`src/rtl/lcf_pkg.sv`:
```
// ---------------------------------------------------------------------------
// Local constant folder package
// Opcode and operand kind codes, table and arithmetic unit types and epoch constants.
// ---------------------------------------------------------------------------
package lcf_pkg;

    localparam logic [3:0] CLS_NOP     = 4'd0;
    localparam logic [3:0] CLS_MOV     = 4'd1;
    localparam logic [3:0] CLS_ADD     = 4'd2;
    localparam logic [3:0] CLS_SUB     = 4'd3;
    localparam logic [3:0] CLS_MUL     = 4'd4;
    localparam logic [3:0] CLS_DIV     = 4'd5;
    localparam logic [3:0] CLS_AND     = 4'd6;
    localparam logic [3:0] CLS_OR      = 4'd7;
    localparam logic [3:0] CLS_XOR     = 4'd8;
    localparam logic [3:0] CLS_SHL     = 4'd9;
    localparam logic [3:0] CLS_SHR     = 4'd10;
    localparam logic [3:0] CLS_SAR     = 4'd11;
    localparam logic [3:0] CLS_CMP     = 4'd12;
    localparam logic [3:0] CLS_BARRIER = 4'd13;
    localparam logic [3:0] CLS_OTHER   = 4'd14;

    localparam logic [1:0] KIND_REG = 2'd0;
    localparam logic [1:0] KIND_IMM = 2'd1;

    localparam logic [3:0] REG_IMM_TOTAL = 4'd2;
    localparam logic [5:0] SHIFT_MASK    = 6'd63;

    localparam int unsigned EPOCH_W = 8;
    localparam logic [EPOCH_W-1:0] EPOCH_MAX = '1;

    // Write request from the control path into the constant table.
    typedef struct packed {
        logic        en;
        logic        known;
        logic [63:0] value;
    } t_tbl_wr;

    // Lookup result, valid in the cycle after the address was presented.
    typedef struct packed {
        logic        known;
        logic [63:0] value;
    } t_tbl_rd;

    // Command and completion between the control path and the arithmetic unit.
    typedef struct packed {
        logic        start;
        logic        is_div;
        logic [63:0] a;
        logic [63:0] b;
    } t_arith_cmd;

    typedef struct packed {
        logic        done;
        logic [63:0] result;
    } t_arith_rsp;

endpackage

```
`src/rtl/lcf_arith.sv`:
```
// ---------------------------------------------------------------------------
// Multi-cycle arithmetic unit
// Wrapping 64-bit multiply from 32-bit partial products, restoring divider.
// ---------------------------------------------------------------------------
module lcf_arith
    import lcf_pkg::*;
(
    input  logic       i_clk,
    input  logic       i_rst_n,
    input  t_arith_cmd i_cmd,
    output t_arith_rsp o_rsp
);
    localparam logic [6:0] MUL_LAST = 7'd3;
    localparam logic [6:0] DIV_LAST = 7'd63;

    logic        r_busy;
    logic        r_is_div;
    logic [6:0]  r_cnt;
    logic        r_done;
    logic [63:0] r_a;
    logic [63:0] r_b;
    logic [63:0] r_acc;
    logic [63:0] r_prod;
    logic [63:0] r_quo;
    logic [64:0] r_rem;

    logic [31:0] m_x;
    logic [31:0] m_y;
    logic [64:0] rem_sh;
    logic        rem_ge;

    always_comb begin
        m_x = r_a[31:0];
        m_y = r_b[31:0];
        case (r_cnt)
            7'd1:    m_x = r_a[63:32];
            7'd2:    m_y = r_b[63:32];
            default: ;
        endcase
    end

    assign rem_sh = {r_rem[63:0], r_quo[63]};
    assign rem_ge = rem_sh >= {1'b0, r_b};

    always_ff @(posedge i_clk) begin
        if (!i_rst_n) begin
            r_busy <= 1'b0;
            r_done <= 1'b0;
        end else begin
            r_done <= 1'b0;
            if (i_cmd.start) begin
                r_busy   <= 1'b1;
                r_is_div <= i_cmd.is_div;
                r_cnt    <= '0;
                r_a      <= i_cmd.a;
                r_b      <= i_cmd.b;
                r_quo    <= i_cmd.a;
                r_rem    <= '0;
                r_acc    <= '0;
            end else if (r_busy) begin
                r_cnt <= r_cnt + 1'b1;
                if (r_is_div) begin
                    r_quo <= {r_quo[62:0], rem_ge};
                    r_rem <= rem_ge ? rem_sh - {1'b0, r_b} : rem_sh;
                    if (r_cnt == DIV_LAST) begin
                        r_busy <= 1'b0;
                        r_done <= 1'b1;
                    end
                end else begin
                    // The product of the previous step lands in the accumulator.
                    r_prod <= m_x * m_y;
                    if (r_cnt == 7'd1) begin
                        r_acc <= r_prod;
                    end else if (r_cnt != 7'd0) begin
                        r_acc <= r_acc + {r_prod[31:0], 32'd0};
                    end
                    if (r_cnt == MUL_LAST) begin
                        r_busy <= 1'b0;
                        r_done <= 1'b1;
                    end
                end
            end
        end
    end

    assign o_rsp.done   = r_done;
    assign o_rsp.result = r_is_div ? r_quo : r_acc;
endmodule

```
`config.mk`:
```
export PLATFORM = sky130hd
export DESIGN_NAME = lcf_arith
export DESIGN_NICKNAME = d
export VERILOG_FILES = /design/src/rtl/lcf_pkg.sv /design/src/rtl/lcf_arith.sv
export SDC_FILE = /design/constraint.sdc
export NUM_CORES = 2
export LEC_CHECK = 0
export BUFFER_PORTS_ARGS = -buffer_cell sky130_fd_sc_hd__buf_2
export CORE_MARGIN = 5
export CORE_UTILIZATION = 60
export CTS_CLUSTER_DIAMETER = 50
export DETAILED_ROUTE_END_ITERATION = 16
export GPL_ROUTABILITY_DRIVEN = 0
export PLACE_DENSITY = 0.78
export SETUP_SLACK_MARGIN = 0.05
export SYNTH_ARGS = -nofsm -noshare
export SYNTH_HDL_FRONTEND = slang
export SYNTH_SLANG_ARGS = --single-unit
```
`constraint.sdc`:
```
create_clock -name i_clk -period 17.5 [get_ports i_clk]
set_input_delay 0.875 -clock i_clk [delete_from_list [all_inputs] [get_ports i_clk]]
set_output_delay 0.875 -clock i_clk [all_outputs]
set_load 0.005 [all_outputs]
```
==> metrics.cfg <==
[run]
maxCapViolCount=0

[logic_synthesis]
yosysTopAreaCell=fa_1
synth_cells=5606
synth_area_um2=53400
synth_nets=6998
synth-main-ff-cell=edfxtp_1
yosys_warnings=0
synth_edf_count=392
yosys_register_bits=394
synthDistinctLibCells=83
synth_area_leaders=fa_1 (34%), edfxtp_1 (22%), ha_1 (8.5%), inv_1 (6.8%), nand2_1 (5.8%)
yosysTopAreaCellShare_pct=33.7
yosysMostFrequentCell=inv_1
syn_avg_cell_area_um2=9.52
synth_top_cells_by_count=inv_1 (964), fa_1 (898), nand2_1 (826), nor2_1 (702), edfxtp_1 (392)
seq_area_frac_synth_pct=22.1
postSynth.asyncResetShare_pct=0

[timing]
finalHoldViolations=0
rsz0062_at_grt=false
worstMarginPinSlew_ns=1.28
finalSetupTns_ns=0
finalCritPeriodShare_pct=64.3
maxSlewHeadroom_pct=14.0
clock_skew_ns=0.0525
fmax_mhz=88.9
setup-violations-final=0
slew_violations=0
period_minus_slack_ns=11.25

[worst_setup_path]
rr_worst_depth=28
crit_type=reg2reg
arrival_ns=11.62
start_kind=flip-flop
path_max_fanout=60
crit_path_end_kind=flip-flop
r2r_slack_ns=6.25
cpMaxStageDelayCell=nand2_1
regToRegStartpoint=r_cnt[4]
cpMostUsedCell=fa_1
slowest_delay_ns=0.87
required_ns=17.88
regToRegEndpoint=r_prod[63]

[detailed_routing]
vias_per_cell=6.16
drc=0
drt-pass1-iter-count=6
wl_met2_mm=72.4
wl_met3_mm=23.1
drt_iter0_drc=4957
top_layer=met4
num_vias=42400
wire_per_inst_um=24.1
wirelength_mm=166
detail-route-antenna-nets=0
wl_met1_mm=58.0

[clock_tree]
clk_latency_ns=0.64
cts.sinks=394
post_cts_resized=0
clock_path_buffers=3
cts_buffers=47
path_clk_slew_ns=0.07
ctsHtreeMaxLevel=2
postCtsHoldBufs=0
root_buffer=clkbuf_16
cts_tree=built
cts_setup_buffers=0

[die]
start_util_pct=60.4
die_x_um=308
die_h_um=308
row_count=109
pin_count=197
core_um2=88400
dieArea_um2=95100

[final_layout]
drive_gt1_share_pct=10.2
nNetsFinal=7077
fin_cells=6886
fin_util_pct=65.0
areaGrowthSynthToFinish_pct=7.57
num-fill-cells=6874

[global_routing]
grt_pass1_vias=44200
grt_overflow_total=0
grt_pass1_wl_mm=253
grt_max_degree=79
grt_usage_pct=35.0
antenna_found_initial=1

[outcome]
run_status=finished clean

[place]
dp.cells=6801
dpl.hpwl_mm=126
placement.io_buffers=196

[worst_hold_path]
hold_path.class=in2reg
hold_end=r_is_div
hp-start=i_cmd[128]
min_path_cells=1

[worst max-delay path: cells and delay by family (launching register included)]
kind / cells / cell delay (ns)
simple gates: 9 / 3.51
compound gates: 7 / 1.60
fa+ha+maj: 9 / 4.58
flops: 1 / 0.41
buf+inv: 2 / 0.80
xor+xnor: 1 / 0.09
[sequential cells by signal, summed over array words and instances, names as in the netlist]
register and flops:
r_a 64, r_acc 64, r_b 64, r_prod 64
r_quo 64, r_rem 64, r_cnt 7, r_busy 1
r_done 1, r_is_div 1
[metal layers]
metal / vias up / global-route usage (%)
met3: 774 / 10.5
met4: 0 / 19.5
li1: 17800 / -
met1: 20900 / 45.5
met5: - / 0
met2: 2924 / 52.9
[cell type report]
| class | count | area [um2] | share of cell area, % |
|---|---|---|---|
| clock inverters | 36 | 433 | 0.754 |
| well taps | 1165 | 1460 | 2.54 |
| multi-input cells | 3986 | 37200 | 64.8 |
| inverters | 964 | 3620 | 6.31 |
| diodes | 1 | 2.50 | 0.00436 |
| flip-flops and latches | 394 | 11800 | 20.6 |
| repair buffers | 292 | 1710 | 2.97 |
| clock buffers | 48 | 1180 | 2.05 |
[cell usage in the layout (no fill, tap or decap), types with 17 or more instances in the layout]
master	Yosys	routed
nand2b_1	25	25
nand3_1	34	34
edfxtp_1	392	392
a21o_1	110	110
a21oi_1	292	275
xnor2_1	98	98
nor2b_1	21	20
nand4_1	30	30
o21ai_0	74	74
o21bai_1	33	33
mux2_2	126	126
buf_4	5	96
mux2i_2	0	21
xor2_1	49	49
buf_2	15	195
a211oi_1	34	34
a31oi_1	19	19
clkbuf_16	0	47
inv_1	964	963
nor2_1	702	702
fa_1	898	898
ha_1	362	362
nand2_1	826	824
nor3_1	18	17
[worst max-delay path by stage]
stage | from | end | slack, ns | depth (start not counted)
floorplan | r_cnt[4] | r_prod[62] | 8.26 | 32
global placement | r_cnt[4] | r_prod[62] | 6.66 | 29
detailed placement | r_cnt[4] | r_prod[63] | 6.47 | 28
finish | r_cnt[4] | r_prod[63] | 6.25 | 28
global route | r_cnt[2] | r_prod[63] | 5.86 | 28
CTS | r_cnt[4] | r_prod[63] | 6.50 | 28
[cell families (layout without fill, tap and decap cells)]
group	Yosys count	in the layout	share of synthesized area (%)
buffers and inverters	1226	1340	8.71
and+or+nand+nor	1748	1748	13.3
xor gates and xnor gates	147	147	2.41
DFF	394	394	22.1
adders and majority gates	1260	1260	42.2
other	0	1	0
muxes	159	159	3.28
AOI/OAI and AO/OA	672	672	8.00
[per-stage QoR]
| step | area [um2] | worst slack [ns] | hold WS [ns] |
|---|---|---|---|
| 2_1_floorplan | 53400 | 8.26 | 0.497 |
| 3_3_place_gp | 55800 | 6.66 | 0.549 |
| 3_5_place_dp | 55800 | 6.47 | 0.558 |
| 4_1_cts | 57400 | 6.50 | 0.396 |
| 5_1_grt | 57400 | 5.86 | 0.402 |
| 6_report | 57400 | 6.25 | 0.421 |
Power is left out: the tool's default activity adds up to more than one toggle a clock period on the data nets, which glitch-free logic cannot reach.
